[src/assert_macros.svh]
// Assertion macros shared by the status LED sequencer RTL.
// Used by files that `include this header; no other dependencies.
`ifndef ASSERT_MACROS_SVH
`define ASSERT_MACROS_SVH

`ifndef SYNTH

// Same-cycle implication, disabled while reset is asserted
`define SLPS_ASSERT_IMP(lbl, clk, rst_n, ante, cons) \
  lbl: assert property (@(posedge clk) disable iff (!rst_n) (ante) |-> (cons)) \
    else $error("slps assertion failed");

// Next-cycle implication, disabled while reset is asserted
`define SLPS_ASSERT_NXT(lbl, clk, rst_n, ante, cons) \
  lbl: assert property (@(posedge clk) disable iff (!rst_n) (ante) |=> (cons)) \
    else $error("slps assertion failed");

`else

`define SLPS_ASSERT_IMP(lbl, clk, rst_n, ante, cons)
`define SLPS_ASSERT_NXT(lbl, clk, rst_n, ante, cons)

`endif

`endif

[src/slps_pkg.sv]
// Shared types, codes, colors and lookup functions for the status LED sequencer.
// No dependencies; used by every RTL module of the block.
package slps_pkg;

  // Request command codes
  typedef enum logic [1:0] {
    CMD_TICK      = 2'd0,
    CMD_SET_MODE  = 2'd1,
    CMD_SET_LATCH = 2'd2,
    CMD_EVENT     = 2'd3
  } cmd_t;

  // System modes
  localparam logic [2:0] MODE_FACTORY      = 3'd0;
  localparam logic [2:0] MODE_BOOT_WINDOW  = 3'd1;
  localparam logic [2:0] MODE_BOOTLOADER   = 3'd2;
  localparam logic [2:0] MODE_RUNTIME_INIT = 3'd3;
  localparam logic [2:0] MODE_RUNTIME      = 3'd4;

  // Event kinds
  localparam logic [2:0] EV_WIFI_UP   = 3'd0;
  localparam logic [2:0] EV_WIFI_DOWN = 3'd1;
  localparam logic [2:0] EV_LINK_UP   = 3'd2;
  localparam logic [2:0] EV_LINK_DOWN = 3'd3;
  localparam logic [2:0] EV_PUBLISH   = 3'd4;

  // Configuration register indexes
  localparam logic [1:0] REG_SYS_EN    = 2'd0;
  localparam logic [1:0] REG_USR_EN    = 2'd1;
  localparam logic [1:0] REG_BEAT_IV   = 2'd2;
  localparam logic [1:0] REG_FAST_IV   = 2'd3;

  // Register reset values
  localparam logic [15:0] BEAT_IV_RST = 16'd500;
  localparam logic [15:0] FAST_IV_RST = 16'd200;

  // Burst timing
  localparam logic [6:0] BURST_IV_STD   = 7'd100;
  localparam logic [6:0] BURST_IV_PUB   = 7'd80;
  localparam logic [6:0] BURST_EL_MAX   = 7'd127;
  localparam logic [2:0] BURST_TGL_STD  = 3'd7;
  localparam logic [2:0] BURST_TGL_PUB  = 3'd1;
  localparam logic [15:0] BEAT_EL_MAX   = 16'hFFFF;

  // Colors, 0xRRGGBB
  localparam logic [23:0] COL_BLACK  = 24'h000000;
  localparam logic [23:0] COL_RED    = 24'hFF0000;
  localparam logic [23:0] COL_ORANGE = 24'hFFA500;
  localparam logic [23:0] COL_GREEN  = 24'h008000;
  localparam logic [23:0] COL_CYAN   = 24'h00FFFF;
  localparam logic [23:0] COL_BLUE   = 24'h0000FF;
  localparam logic [23:0] COL_YELLOW = 24'hFFFF00;

  // Configuration as seen by the engine
  typedef struct packed {
    logic        sys_en;
    logic        usr_en;
    logic [15:0] beat_iv;
    logic [15:0] fast_iv;
  } cfg_t;

  // One result item
  typedef struct packed {
    logic [23:0] sys_rgb;
    logic [23:0] usr_rgb;
    logic        chg;
  } res_t;

  function automatic logic [23:0] mode_colour(logic [2:0] m);
    logic [23:0] c;
    case (m)
      MODE_FACTORY:      c = COL_RED;
      MODE_BOOT_WINDOW:  c = COL_ORANGE;
      MODE_BOOTLOADER:   c = COL_ORANGE;
      MODE_RUNTIME_INIT: c = COL_CYAN;
      MODE_RUNTIME:      c = COL_GREEN;
      default:           c = COL_BLACK;
    endcase
    return c;
  endfunction

  function automatic logic mode_beats(logic [2:0] m);
    return (m == MODE_FACTORY) || (m == MODE_BOOT_WINDOW) ||
           (m == MODE_BOOTLOADER) || (m == MODE_RUNTIME);
  endfunction

  function automatic logic [23:0] kind_colour(logic [2:0] k);
    logic [23:0] c;
    case (k)
      EV_WIFI_UP:   c = COL_GREEN;
      EV_WIFI_DOWN: c = COL_RED;
      EV_LINK_UP:   c = COL_BLUE;
      EV_LINK_DOWN: c = COL_ORANGE;
      default:      c = COL_YELLOW;
    endcase
    return c;
  endfunction

endpackage

[src/slps_cfg_regs.sv]
// Configuration register file: LED enables and heartbeat intervals.
// Depends on slps_pkg for register indexes, reset values and cfg_t.
module slps_cfg_regs (
  input  logic               clk,
  input  logic               rst_n,
  input  logic               wr_en,
  input  logic [1:0]         wr_index,
  input  logic [15:0]        wr_data,
  output slps_pkg::cfg_t     cfg
);

  logic        sys_en_r,  sys_en_nxt;
  logic        usr_en_r,  usr_en_nxt;
  logic [15:0] beat_iv_r, beat_iv_nxt;
  logic [15:0] fast_iv_r, fast_iv_nxt;

  // Register write decode
  always_comb begin
    sys_en_nxt  = sys_en_r;
    usr_en_nxt  = usr_en_r;
    beat_iv_nxt = beat_iv_r;
    fast_iv_nxt = fast_iv_r;
    if (wr_en) begin
      case (wr_index)
        slps_pkg::REG_SYS_EN:  sys_en_nxt  = wr_data[0];
        slps_pkg::REG_USR_EN:  usr_en_nxt  = wr_data[0];
        slps_pkg::REG_BEAT_IV: beat_iv_nxt = wr_data;
        slps_pkg::REG_FAST_IV: fast_iv_nxt = wr_data;
        default: ;
      endcase
    end
  end

  always_ff @(posedge clk) begin
    if (!rst_n) begin
      sys_en_r  <= 1'b1;
      usr_en_r  <= 1'b1;
      beat_iv_r <= slps_pkg::BEAT_IV_RST;
      fast_iv_r <= slps_pkg::FAST_IV_RST;
    end else begin
      sys_en_r  <= sys_en_nxt;
      usr_en_r  <= usr_en_nxt;
      beat_iv_r <= beat_iv_nxt;
      fast_iv_r <= fast_iv_nxt;
    end
  end

  assign cfg.sys_en  = sys_en_r;
  assign cfg.usr_en  = usr_en_r;
  assign cfg.beat_iv = beat_iv_r;
  assign cfg.fast_iv = fast_iv_r;

endmodule

[src/slps_engine.sv]
// Sequencer state (heartbeat, burst, latch, shown colors) and its one-request update.
// Depends on slps_pkg for codes, colors, cfg_t and res_t.
module slps_engine (
  input  logic               clk,
  input  logic               rst_n,
  input  logic               adv,
  input  slps_pkg::cfg_t     cfg,
  input  logic [1:0]         cmd,
  input  logic [2:0]         mode,
  input  logic               latch,
  input  logic [2:0]         event_req,
  output slps_pkg::res_t     res
);

  logic [2:0]  mode_r,    mode_nxt;
  logic        beat_on_r, beat_on_nxt;
  logic [15:0] beat_el_r, beat_el_nxt;
  logic        latch_r,   latch_nxt;
  logic        b_act_r,   b_act_nxt;
  logic        b_on_r,    b_on_nxt;
  logic [6:0]  b_el_r,    b_el_nxt;
  logic [2:0]  b_kind_r,  b_kind_nxt;
  logic [2:0]  b_tgl_r,   b_tgl_nxt;
  logic [23:0] sys_rgb_r, sys_rgb_nxt;
  logic [23:0] usr_rgb_r, usr_rgb_nxt;

  logic        beats;
  logic [15:0] bint;
  logic [15:0] beat_inc;
  logic [6:0]  biv;
  logic [6:0]  b_inc;
  logic        chg;

  // Heartbeat interval and saturating counters
  assign beats    = slps_pkg::mode_beats(mode_r);
  assign bint     = (mode_r == slps_pkg::MODE_BOOT_WINDOW) ? cfg.fast_iv : cfg.beat_iv;
  assign beat_inc = (beat_el_r != slps_pkg::BEAT_EL_MAX) ? beat_el_r + 16'd1 : beat_el_r;
  assign biv      = (b_kind_r == slps_pkg::EV_PUBLISH) ? slps_pkg::BURST_IV_PUB
                                                        : slps_pkg::BURST_IV_STD;
  assign b_inc    = (b_el_r != slps_pkg::BURST_EL_MAX) ? b_el_r + 7'd1 : b_el_r;

  // Next state for one request
  always_comb begin
    mode_nxt    = mode_r;
    beat_on_nxt = beat_on_r;
    beat_el_nxt = beat_el_r;
    latch_nxt   = latch_r;
    b_act_nxt   = b_act_r;
    b_on_nxt    = b_on_r;
    b_el_nxt    = b_el_r;
    b_kind_nxt  = b_kind_r;
    b_tgl_nxt   = b_tgl_r;
    sys_rgb_nxt = sys_rgb_r;
    usr_rgb_nxt = usr_rgb_r;
    chg         = 1'b0;
    case (slps_pkg::cmd_t'(cmd))
      slps_pkg::CMD_TICK: begin
        // heartbeat
        if (beats) begin
          if (beat_inc >= bint) begin
            beat_on_nxt = ~beat_on_r;
            beat_el_nxt = '0;
          end else begin
            beat_el_nxt = beat_inc;
          end
        end else begin
          beat_on_nxt = 1'b1;
          beat_el_nxt = beat_inc;
        end
        sys_rgb_nxt = slps_pkg::COL_BLACK;
        if (cfg.sys_en) begin
          if (!beats || beat_on_nxt) sys_rgb_nxt = slps_pkg::mode_colour(mode_r);
        end
        // event burst
        if (b_act_r) begin
          if (b_inc >= biv) begin
            b_el_nxt  = '0;
            b_on_nxt  = ~b_on_r;
            b_tgl_nxt = (b_tgl_r != 3'd0) ? b_tgl_r - 3'd1 : b_tgl_r;
            if (b_tgl_nxt == 3'd0 && !b_on_nxt) b_act_nxt = 1'b0;
          end else begin
            b_el_nxt = b_inc;
          end
        end
        usr_rgb_nxt = slps_pkg::COL_BLACK;
        if (cfg.usr_en) begin
          if (b_act_nxt && b_on_nxt) usr_rgb_nxt = slps_pkg::kind_colour(b_kind_r);
          else if (latch_r)          usr_rgb_nxt = slps_pkg::COL_BLUE;
        end
        chg = (sys_rgb_nxt != sys_rgb_r) || (usr_rgb_nxt != usr_rgb_r);
      end
      slps_pkg::CMD_SET_MODE: begin
        // restart heartbeat so the next tick toggles at once
        mode_nxt    = mode;
        beat_el_nxt = slps_pkg::BEAT_EL_MAX;
        beat_on_nxt = 1'b0;
      end
      slps_pkg::CMD_SET_LATCH: begin
        latch_nxt = latch;
      end
      slps_pkg::CMD_EVENT: begin
        if (event_req <= slps_pkg::EV_PUBLISH) begin
          b_act_nxt  = 1'b1;
          b_on_nxt   = 1'b1;
          b_el_nxt   = '0;
          b_kind_nxt = event_req;
          b_tgl_nxt  = (event_req == slps_pkg::EV_PUBLISH) ? slps_pkg::BURST_TGL_PUB
                                                            : slps_pkg::BURST_TGL_STD;
        end
      end
      default: ;
    endcase
  end

  // State update on each request that passes through
  always_ff @(posedge clk) begin
    if (!rst_n) begin
      mode_r    <= slps_pkg::MODE_RUNTIME;
      beat_on_r <= 1'b0;
      beat_el_r <= slps_pkg::BEAT_EL_MAX;
      latch_r   <= 1'b0;
      b_act_r   <= 1'b0;
      b_on_r    <= 1'b0;
      b_el_r    <= '0;
      b_kind_r  <= '0;
      b_tgl_r   <= '0;
      sys_rgb_r <= slps_pkg::COL_BLACK;
      usr_rgb_r <= slps_pkg::COL_BLACK;
    end else if (adv) begin
      mode_r    <= mode_nxt;
      beat_on_r <= beat_on_nxt;
      beat_el_r <= beat_el_nxt;
      latch_r   <= latch_nxt;
      b_act_r   <= b_act_nxt;
      b_on_r    <= b_on_nxt;
      b_el_r    <= b_el_nxt;
      b_kind_r  <= b_kind_nxt;
      b_tgl_r   <= b_tgl_nxt;
      sys_rgb_r <= sys_rgb_nxt;
      usr_rgb_r <= usr_rgb_nxt;
    end
  end

  assign res.sys_rgb = sys_rgb_nxt;
  assign res.usr_rgb = usr_rgb_nxt;
  assign res.chg     = chg;

endmodule

[src/status_led_pattern_sequencer_core.sv]
// Status LED pattern sequencer: accepts one request (tick, mode, latch or event) per
// clock and returns one result per request. A request is held in an input register,
// evaluated against the sequencer state in a single pass, and written to an output
// register once that register is free; out_valid then presents the result until it is
// taken. The sustained rate is one request per cycle; it drops only while the output
// register is held by out_ready low. Configuration writes are taken at any time and
// apply to every request evaluated after them, so they belong between requests with
// the block idle.
// Depends on slps_pkg, slps_cfg_regs, slps_engine and assert_macros.svh.
`include "assert_macros.svh"

module status_led_pattern_sequencer_core (
  input  logic        clk,
  input  logic        rst_n,
  // request channel
  input  logic        in_valid,
  output logic        in_ready,
  input  logic [1:0]  in_cmd,
  input  logic [2:0]  in_mode,
  input  logic        in_latch,
  input  logic [2:0]  in_event_req,
  // result channel
  output logic        out_valid,
  input  logic        out_ready,
  output logic [23:0] out_system_rgb,
  output logic [23:0] out_user_rgb,
  output logic        out_show_needed,
  // configuration write channel
  input  logic        cfg_valid,
  output logic        cfg_ready,
  input  logic [1:0]  cfg_index,
  input  logic [15:0] cfg_wdata
);

  slps_pkg::cfg_t cfg;
  slps_pkg::res_t res;

  logic        s1_valid_r, s1_valid_nxt;
  logic [1:0]  s1_cmd_r;
  logic [2:0]  s1_mode_r;
  logic        s1_latch_r;
  logic [2:0]  s1_ev_r;
  logic        out_valid_r, out_valid_nxt;
  slps_pkg::res_t out_res_r;

  logic in_fire, out_free, s1_adv;

  // Configuration registers
  assign cfg_ready = 1'b1;

  slps_cfg_regs u_cfg (
    .clk      (clk),
    .rst_n    (rst_n),
    .wr_en    (cfg_valid),
    .wr_index (cfg_index),
    .wr_data  (cfg_wdata),
    .cfg      (cfg)
  );

  // Pipeline flow control
  assign out_free      = !out_valid_r || out_ready;
  assign s1_adv        = s1_valid_r && out_free;
  assign in_ready      = !s1_valid_r || out_free;
  assign in_fire       = in_valid && in_ready;
  assign s1_valid_nxt  = in_fire || (s1_valid_r && !s1_adv);
  assign out_valid_nxt = s1_adv || (out_valid_r && !out_ready);

  always_ff @(posedge clk) begin
    if (!rst_n) begin
      s1_valid_r  <= 1'b0;
      out_valid_r <= 1'b0;
    end else begin
      s1_valid_r  <= s1_valid_nxt;
      out_valid_r <= out_valid_nxt;
    end
  end

  // Input register
  always_ff @(posedge clk) begin
    if (in_fire) begin
      s1_cmd_r   <= in_cmd;
      s1_mode_r  <= in_mode;
      s1_latch_r <= in_latch;
      s1_ev_r    <= in_event_req;
    end
  end

  // Sequencer state and per-request evaluation
  slps_engine u_engine (
    .clk       (clk),
    .rst_n     (rst_n),
    .adv       (s1_adv),
    .cfg       (cfg),
    .cmd       (s1_cmd_r),
    .mode      (s1_mode_r),
    .latch     (s1_latch_r),
    .event_req (s1_ev_r),
    .res       (res)
  );

  // Output register
  always_ff @(posedge clk) begin
    if (s1_adv) out_res_r <= res;
  end

  assign out_valid       = out_valid_r;
  assign out_system_rgb  = out_res_r.sys_rgb;
  assign out_user_rgb    = out_res_r.usr_rgb;
  assign out_show_needed = out_res_r.chg;

  // Checks
  `SLPS_ASSERT_IMP(a_ready_only_when_full, clk, rst_n, !in_ready, s1_valid_r && out_valid_r)
  `SLPS_ASSERT_NXT(a_adv_fills_out, clk, rst_n, s1_adv, out_valid_r)
  `SLPS_ASSERT_NXT(a_s1_holds, clk, rst_n, s1_valid_r && !out_free, s1_valid_r && $stable(s1_cmd_r))

endmodule

[config.mk]
export PLATFORM = sky130hd
export DESIGN_NAME = status_led_pattern_sequencer_core
export DESIGN_NICKNAME = d
export VERILOG_FILES = /design/src/slps_pkg.sv /design/src/slps_cfg_regs.sv /design/src/slps_engine.sv /design/src/status_led_pattern_sequencer_core.sv
export VERILOG_INCLUDE_DIRS = /design/src /design/src/src
export SDC_FILE = /design/constraint.sdc
export NUM_CORES = 1
export LEC_CHECK = 0
export BUFFER_PORTS_ARGS = -buffer_cell sky130_fd_sc_hd__buf_4
export CAP_MARGIN = 20
export CORE_UTILIZATION = 50
export DETAILED_ROUTE_END_ITERATION = 10
export GPL_TIMING_DRIVEN = 1
export PLACE_DENSITY = 0.69
export SLEW_MARGIN = 5
export SYNTH_ARGS = -nofsm -noshare
export SYNTH_HDL_FRONTEND = slang
export SYNTH_SLANG_ARGS = --single-unit
[constraint.sdc]
create_clock -name clk -period 5.5 [get_ports clk]
set_input_delay 0.55 -clock clk [delete_from_list [all_inputs] [get_ports clk]]
set_output_delay 0.55 -clock clk [all_outputs]
set_load 0.03 [all_outputs]
After elaboration in Yosys (flattened, before gate mapping)
Cells that the tools add are included.
{"block": "classes", "add_sub_neg": 3, "magnitude_cmp": 3, "n_eq_ne": 22, "muxes": 42, "n_bitwise": 2, "reduce_logical": 40}
{"cell": "2-to-1 mux 24 bit", "count": 8}
{"cell": "one-hot mux 24 bit (4 select lines)", "count": 2}
{"cell": "2-to-1 mux 16 bit", "count": 4}
{"cell": "!= test 24 bit", "count": 2}
{"cell": "one-hot mux 16 bit (2 select lines)", "count": 1}
{"cell": "2-to-1 mux 7 bit", "count": 4}
{"cell": "adder 16 x 1 -> 16 bit, second input constant", "count": 1}
{"cell": "greater-or-equal comparator 16 bit", "count": 1}
{"cell": "!= test 16 bit, second input constant", "count": 1}
{"cell": "2-to-1 mux 3 bit", "count": 5}
{"cell": "one-hot mux 7 bit (2 select lines)", "count": 1}
{"cell": "AND reduction 2 bit", "count": 7}
{"cell": "equality test 3 x 2 -> 1 bit, second input constant", "count": 4}
{"cell": "2-to-1 mux 1 bit", "count": 11}
{"cell": "equality test 3 bit, second input constant", "count": 3}
{"cell": "logical NOT 3 bit", "count": 3}
{"cell": "logical OR 1 bit", "count": 9}
{"cell": "equality test 2 bit, second input constant", "count": 4}
{"cell": "2-to-1 mux 8 bit", "count": 1}
{"cell": "adder 7 x 1 -> 7 bit, second input constant", "count": 1}
{"cell": "greater-or-equal comparator 7 bit", "count": 1}
{"cell": "!= test 7 bit, second input constant", "count": 1}
{"cell": "equality test 3 x 1 -> 1 bit, second input constant", "count": 2}
{"cell": "logical AND 1 bit", "count": 6}
{"cell": "16 further kinds", "count": 29}
{"block": "totals", "ff_bits": 178, "output_inout_bits": 52, "word_cells": 136}

Longest topological paths before layout
Gate-level depths: netlist of run 1.
{"block": "depth", "depth_word": 14, "mapped_depth": 18, "ltp_nobuf": 17}

Cells and area by module
Synthesis of run 1 repeated with hierarchy kept, for this count alone.
{"block": "hier_totals", "hier_cells": 849, "area_unflattened_um2": 8415.6}
{"module": "slps_engine", "n_inst": 1, "cells_per_inst": 635, "area_each_um2": 5151.2}
{"module": "status_led_pattern_sequencer_core", "n_inst": 1, "cells_per_inst": 69, "area_each_um2": 1856.8}
{"module": "slps_cfg_regs", "n_inst": 1, "cells_per_inst": 145, "area_each_um2": 1407.6}

Least setup slack after synthesis of run 1
Ideal clock, no wire load.
{"block": "synth_timing", "path_kind": "flip-flop to flip-flop", "startpoint": "register u_engine.beat_el_r[0]", "endpoint": "register out_res_r (netlist bit out_show_needed), data pin", "t_arrival_ns": 3.717, "path_slack_ns": 1.510, "stages_incl_launch_ff": 16, "period_less_slack_ns": 3.990, "path_cell_list": "dfxtp_1 > ha_1 > nand2_1 > nor4_2 > nand4_1 > clkbuf_1 > xnor2_1 > ha_1 > nand2b_1 > a2111oi_0 > nand3b_1 > nand4_1 > nor2b_1 > maj3_1 > a2111oi_0 > o211ai_1"}
{"block": "synth_between", "elab_chain_len": 12, "word_cells_on_any_way": 13, "classes_between": "1 x add/sub; 1 x order compare; 2 x eq/ne; 7 x mux; 2 x reduce/logical"}
{"element": "from (decl)", "line": "slps_engine.sv:17", "rtl": "logic [15:0] beat_el_r, beat_el_nxt;"}
{"element": "from (signal assigned)", "line": "slps_engine.sv:120", "rtl": "beat_el_r <= slps_pkg::BEAT_EL_MAX;"}
{"element": "from (signal assigned)", "line": "slps_engine.sv:132", "rtl": "beat_el_r <= beat_el_nxt;"}
{"element": "adder 16 x 1 -> 16 bit / != test 16 bit (equally long branches)", "line": "slps_engine.sv:37", "rtl": "assign beat_inc = (beat_el_r != slps_pkg::BEAT_EL_MAX) ? beat_el_r + 16'd1 : beat_el_r;"}
{"element": "2-to-1 mux 16 bit *", "line": "slps_engine.sv:37"}
{"element": "greater-or-equal comparator 16 bit *", "line": "slps_engine.sv:60", "rtl": "if (beat_inc >= bint) begin"}
{"element": "2-to-1 mux 1 bit *", "line": "slps_engine.sv:60"}
{"element": "2-to-1 mux 1 bit *", "line": "slps_engine.sv:59", "rtl": "if (beats) begin"}
{"element": "2-to-1 mux 1 bit *", "line": "slps_engine.sv:56", "rtl": "case (slps_pkg::cmd_t'(cmd))"}
{"element": "logical OR 1 bit *", "line": "slps_engine.sv:72", "rtl": "if (!beats || beat_on_nxt) sys_rgb_nxt = slps_pkg::mode_colour(mode_r);"}
{"element": "2-to-1 mux 24 bit *", "line": "slps_engine.sv:72"}
{"element": "2-to-1 mux 24 bit *", "line": "slps_engine.sv:71", "rtl": "if (cfg.sys_en) begin"}
{"element": "2-to-1 mux 24 bit *", "line": "slps_engine.sv:56"}
{"element": "!= test 24 bit *", "line": "slps_engine.sv:90", "rtl": "chg = (sys_rgb_nxt != sys_rgb_r) || (usr_rgb_nxt != usr_rgb_r);"}
{"element": "logical OR 1 bit *", "line": "slps_engine.sv:90"}
{"element": "to (signal assigned)", "line": "status_led_pattern_sequencer_core.sv:103", "rtl": "if (s1_adv) out_res_r <= res;"}
{"element": "to (decl)", "line": "status_led_pattern_sequencer_core.sv:44", "rtl": "slps_pkg::res_t out_res_r;"}
Every way passes the cells marked *; elsewhere a longest branch is shown, timed or not. The select of a mux whose other input is x is not followed.
A chain may end at the register's enable or synchronous reset.

Worst setup path after layout of run 1
Ends and elaborated chain as after synthesis.

==> results of run 1 <==
## layer usage
metal / GRT usage [%] / routed length [um] / up-vias
li1: - / - / 3245
met1: 29.37 / 8284 / 2977
met2: 31.25 / 7532 / 136
met4: 6.085 / 134 / 0
met5: 0 / 0 / -
met3: 4.682 / 754 / 14
## state kept, by name, indices dropped and copies added (netlist names), 2 cells and up
signal	flops
u_engine.usr_rgb_r	24
u_engine.b_kind_r	3
s1_ev_r	3
u_cfg.beat_iv_r	16
u_engine.beat_el_r	16
out_system_rgb	24
out_user_rgb	24
u_engine.b_tgl_r	3
s1_cmd_r	2
u_engine.b_el_r	7
u_engine.mode_r	3
s1_mode_r	3
u_cfg.fast_iv_r	16
u_engine.sys_rgb_r	24
## worst paths after layout
path                                       from                                to  slack [ps]  depth (start not counted)
max          u_engine.beat_el_r[0]$_SDFFE_PN1P_     out_show_needed$_SDFFCE_PN0P_         680                         17
min                                  in_mode[1]            s1_mode_r[1]$_DFFE_PP_         280                          1
max reg2reg  u_engine.beat_el_r[0]$_SDFFE_PN1P_     out_show_needed$_SDFFCE_PN0P_         680                         17
min reg2reg    u_cfg.fast_iv_r[14]$_SDFFE_PN0P_  u_cfg.fast_iv_r[14]$_SDFFE_PN0P_         460                          2
## cells in the final DEF (no fill, tap or decap), types with 27 or more instances in the layout
master    count
dfxtp_1     120
nand2_1     112
buf_4        88
a21boi_0     78
o21ai_0      77
inv_1        64
edfxtp_1     58
nand3_1      35
nand4_1      29
nor2_1       29
a21oi_1      27
ha_1         27
## layout make-up
class	instances	area share, %
clock inverter	14	2.005
timing repair buffer	89	6.881
clock buffer	18	4.437
multi-input combinational	584	38.56
tap	216	2.794
sequential	178	42.84
inverter	64	2.484
## kinds of logic (layout without fill, tap and decap cells)
family | after synthesis | count (layout) | share of synthesized area [%]
multiplexers | 27 | 27 | 3.371
other | 1 | 1 | 0.04531
XOR/XNOR | 11 | 11 | 1.164
adder cells (fa/ha/maj) | 29 | 29 | 4.354
AO/OA/AOI/OAI | 244 | 244 | 19.83
flip-flops | 178 | 178 | 50.07
AND/OR/NAND/NOR | 272 | 272 | 16.18
buffers and inverters | 107 | 185 | 4.989
## power by group through the flow
stage | logic [mW] | registers, mW | clock network (mW)
2_1_floorplan | 0.268 | 1.49 | 0
3_3_place_gp | 0.407 | 1.47 | 0
3_5_place_dp | 0.413 | 1.47 | 0
4_1_cts | 0.414 | 1.44 | 1.29
5_1_grt | 0.464 | 1.44 | 1.34
6_report | 0.414 | 1.44 | 1.27
## metrics by stage
stage	power, mW	cells	setup WS, ps	hold slack, ps
floorplan	1.760	869	1510	439.8
global placement	1.872	1129	867.0	448.4
detailed placement	1.879	1129	753.3	456.8
CTS	3.141	1161	718.4	276.9
global route	3.251	1163	296.2	273.9
finish	3.122	1163	680.8	284.1
## critical path, delay by kind of cell, from the launching register on
kind / cells / cell delay (ps)
compound gates: 4 / 890
xor+xnor: 1 / 160
fa+ha+maj: 3 / 1000
flops: 1 / 460
simple gates: 9 / 2020
==> impl_metrics.toml, run 1 <==
[cells_and_area]
synthToLayoutAreaGrowth_pct = 16.87
design_area_um2 = 9673
final-seq-area_um2 = 4144
diodes = 0
nets = 994
final_util_pct = 60.46
nFillCells = 1439
drive_gt1_share_pct = 14.89
multiInputGateArea_um2 = 3730

[synthesis]
ys_seq_area_share_pct = 50.07
synth_area_leaders = "dfxtp_1, edfxtp_1, a21boi_0"
yosys.area.top_type_share_pct = 29.02
ys_ff_latch = 178
syn_area_um2 = 8277
ys_top_cells_by_count = "dfxtp_1, nand2_1, a21boi_0"
synthFlopType = "dfxtp_1"
yosysWarnings = 0
avgSynthCellArea_um2 = 9.524
synth_top_area_cell = "dfxtp_1"
synth.most_common_cell = "dfxtp_1"
synth_nets = 929
syn_inst = 869
synth_edf_count = 58
ys_async_sr_fraction_pct = 0
yosys.cell_types.count = 58

[pwr]
internal-power_mw = 2.305
power.density_nw_per_um2 = 322.8
power.leakage_nw = 3.636
clock_power_share_pct = 40.7
power_switching_uw = 817.4
max-vdd-ir-drop_mv = 0.2210
power_frac_seq_pct = 46.0
comb_power_share_pct = 13.3
swShare_pct = 26.18

[detailed_routing]
avgRoutedWirePerCell_um = 14.36
vias = 6372
wl_um = 16710
dr.pass1.iters = 5
vias_per_cell = 5.479
ant_nets = 0
drc_errors = 0
drtIter0Drc = 380

[clocking]
post_cts_resized = 0
hold_buffers = 0
post_cts_buffers = 0
clockRootBuffer = "clkbuf_16"
worstSkewPairLatency_ps = 440
clock_path_buffers = 2
htreeDepth = 4
numCtsBuffers = 17
cts_sinks = 178
clkTransAtPathRegs_ps = 70
cts_tree = "done"

[global_routing]
grt_overflow_total = 0
grt_pass1_vias = 5693
grt_usage_pct = 20.63
grt_pass1_wl_um = 27610
grt_start_max_net_pins = 74
grt_antenna_before_repair = 0

[timing]
finalCritPeriodShare_pct = 87.62
clock_skew_ps = 14.23
drv_slew = 0
grt_setup_unrepaired = "no"
max_slew_margin_pct = 54.01
finalSetupViolations = 0
period_needed_ps = 4819
fmax_ghz = 0.2075
hold_viol_final = 0
setup_tns_ps = 0
worst_pin_slew_ps = 688.0

[worst_setup_path]
path_class = "reg -> reg"
end_kind = "flip-flop"
arrival_ps = 4990
cpPeakStageDelay_ps = 540
crit_fanout = 13
cp_slowest_cell = "nand4_1"
cp.required_ps = 5670
worstSetupStartpointType = "flip-flop"
path_common_cell = "nand2_1"
cp_cell_sequence = "ha_1 > nand2_1 > nor4_2 > nand4_1 > nand2_1 > nor2_1 > and3_1 > xor2_1 > ha_1 > nand2_1 > o21ai_0 > a21oi_1 > nand4_1 > nor2b_1 > maj3_1 > a2111oi_0 > o211ai_1"

[floorplan]
die-area_um2 = 17070
initial_core_util_pct = 51.73
fp.dieW_um = 130.7
ioPinCount = 84
fp-row-count = 46
die-height_um = 130.7
core_area_um2 = 16000

[worst_hold_path]
hold_path_class = "in -> reg"

[placed_design]
placed_area_um2 = 9037
gp_congestion = 0.8298
place_hpwl_um = 11490
port_buffers = 82

[outcome]
outcome = "complete, no violations"

[run]
cap_violations = 0
Note: power is estimated with default switching activity, not from simulation.
==> run 2: changes to the inputs <==
PLACE_DENSITY = default   (was 0.69)
PLACE_DENSITY_LB_ADDON = 0.08   (was default)
==> run 2 against run 1 <==
  * Cell area decreased by 0.30%
  * Hold slack improved by 12 ps
  * Sequential power barely moved
  * Sequential share of layout area is 0.13 points higher
==> impl_metrics.toml, run 2 (same netlist as run 1, synthesis figures left out) <==
[global_routing]
grt_usage_pct = 21.22
grt_overflow_total = 0
grt_start_max_net_pins = 74
grt_pass1_vias = 5846
grt_antenna_before_repair = 0
grt_pass1_wl_um = 28170

[cells_and_area]
diodes = 0
nets = 992
nFillCells = 1372
synthToLayoutAreaGrowth_pct = 16.52
layout_commonest_cell = "dfxtp_1"
drive_gt1_share_pct = 14.71
layout_common_cells = "dfxtp_1, nand2_1, buf_4"

[timing]
hold_viol_final = 0
worst_pin_slew_ps = 1009
period_needed_ps = 4817
grt_setup_unrepaired = "no"
fin_ws_ps = 683.4
finalSetupViolations = 0
max_slew_margin_pct = 32.76
clock_skew_ps = 7.923
setup_tns_ps = 0
finalCritPeriodShare_pct = 87.57
fmax_ghz = 0.2076
drv_slew = 0

[clocking]
cts_sinks = 178
clock_path_buffers = 2
numCtsBuffers = 17
cts_tree = "done"
hold_buffers = 0
post_cts_resized = 0
htreeDepth = 4
worstSkewPairLatency_ps = 430
clkTransAtPathRegs_ps = 60
clockRootBuffer = "clkbuf_16"
post_cts_buffers = 0

[placed_design]
port_buffers = 82
gp_congestion = 0.8578
preCtsSetupSlack_ps = 683.2
place_hpwl_um = 11950

[worst_setup_path]
end_kind = "flip-flop"
worstSetupStartpointType = "flip-flop"
path_common_cell = "nand2_1"
cp_slowest_cell = "nand4_1"
path_class = "reg -> reg"
arrival_ps = 4980
crit_fanout = 13
cp.required_ps = 5660
cpPeakStageDelay_ps = 540
cp_cell_sequence = "ha_1 > nand2_1 > nor4_2 > nand4_1 > nand2_1 > nor2_1 > and3_1 > xor2_1 > ha_1 > nand2_1 > o21ai_0 > a21oi_1 > nand4_1 > nor2b_1 > maj3_1 > a2111oi_0 > o211ai_1"

[run]
cap_violations = 0

[detailed_routing]
wl_um = 17200
vias_per_cell = 5.522
avgRoutedWirePerCell_um = 14.82
dr.pass1.iters = 4
vias = 6411
drtIter0Drc = 390
drc_errors = 0
ant_nets = 0

[pwr]
power.leakage_nw = 3.621
max-vdd-ir-drop_mv = 0.2321
power.density_nw_per_um2 = 320.7

[outcome]
outcome = "complete, no violations"

[floorplan]
core_area_um2 = 16000
initial_core_util_pct = 51.73
fp-row-count = 46
fp.dieW_um = 130.7
die-area_um2 = 17070
ioPinCount = 84
die-height_um = 130.7

[worst_hold_path]
hold_path_class = "in -> reg"
run 2: cell count changes in the layout (fill, tap and decap cells not counted):
cell,before,now
clkinv_2,1,2
inv_6,5,7
buf_4,88,87
inv_8,2,0
buf_2,1,0
clkinv_8,1,0
run 2: power breakdown:
group	internal (mW)	leakage (nW)	switching, mW	total [mW]
combinational	0.166	1.79	0.249	0.414
sequential	1.41	1.54	0.0301	1.44
clock	0.724	0.297	0.517	1.24
total	2.30	3.62	0.796	3.09
run 2: worst max-delay path, delay by kind of cell, from the launching register on:
kind	cells	cell delay, ps
flops	1	460
fa+ha+maj	3	1020
compound gates	4	880
simple gates	9	2030
xor+xnor	1	150
run 2: final cells by class:
cell class	instances	area (um2)	share of cell area (%)
clock buffer	18	429.2	4.450
clock inverter	14	177.7	1.842
inverter	64	240.2	2.491
multi-input combinational	584	3730	38.67
sequential	178	4144	42.97
tap	216	270.3	2.802
timing repair buffer	87	653.1	6.772
run 2: path summary, 6_finish.rpt:
| kind | slack (ps) | cells past startpoint | start | endpoint |
|---|---|---|---|---|
| worst max-delay path | 680 | 17 | u_engine.beat_el_r[0]$_SDFFE_PN1P_ | out_show_needed$_SDFFCE_PN0P_ |
| worst min-delay path | 300 | 1 | in_event_req[1] | s1_ev_r[1]$_DFFE_PP_ |
| worst max register to register | 680 | 17 | u_engine.beat_el_r[0]$_SDFFE_PN1P_ | out_show_needed$_SDFFCE_PN0P_ |
| worst min register to register | 460 | 2 | u_cfg.fast_iv_r[0]$_SDFFE_PN0P_ | u_cfg.fast_iv_r[0]$_SDFFE_PN0P_ |
run 2: per-layer routing:
layer	global-route usage [%]	part of all wire, %
met1	29.46	48
met2	33.18	46
met3	4.275	4.8
met4	6.829	1.1
met5	0	0
run 2: through the flow:
stage	area, um2	std cells	hold WS, ps	total power [mW]	utilization, %
floorplan	8277	869	439.8	1.760	-
global placement	9030	1128	448.7	1.869	56.44
detailed placement	9030	1128	456.5	1.879	56.44
CTS	9637	1160	278.2	3.124	60.23
global route	9644	1161	275.3	3.231	60.28
finish	9644	1161	295.7	3.093	60.28
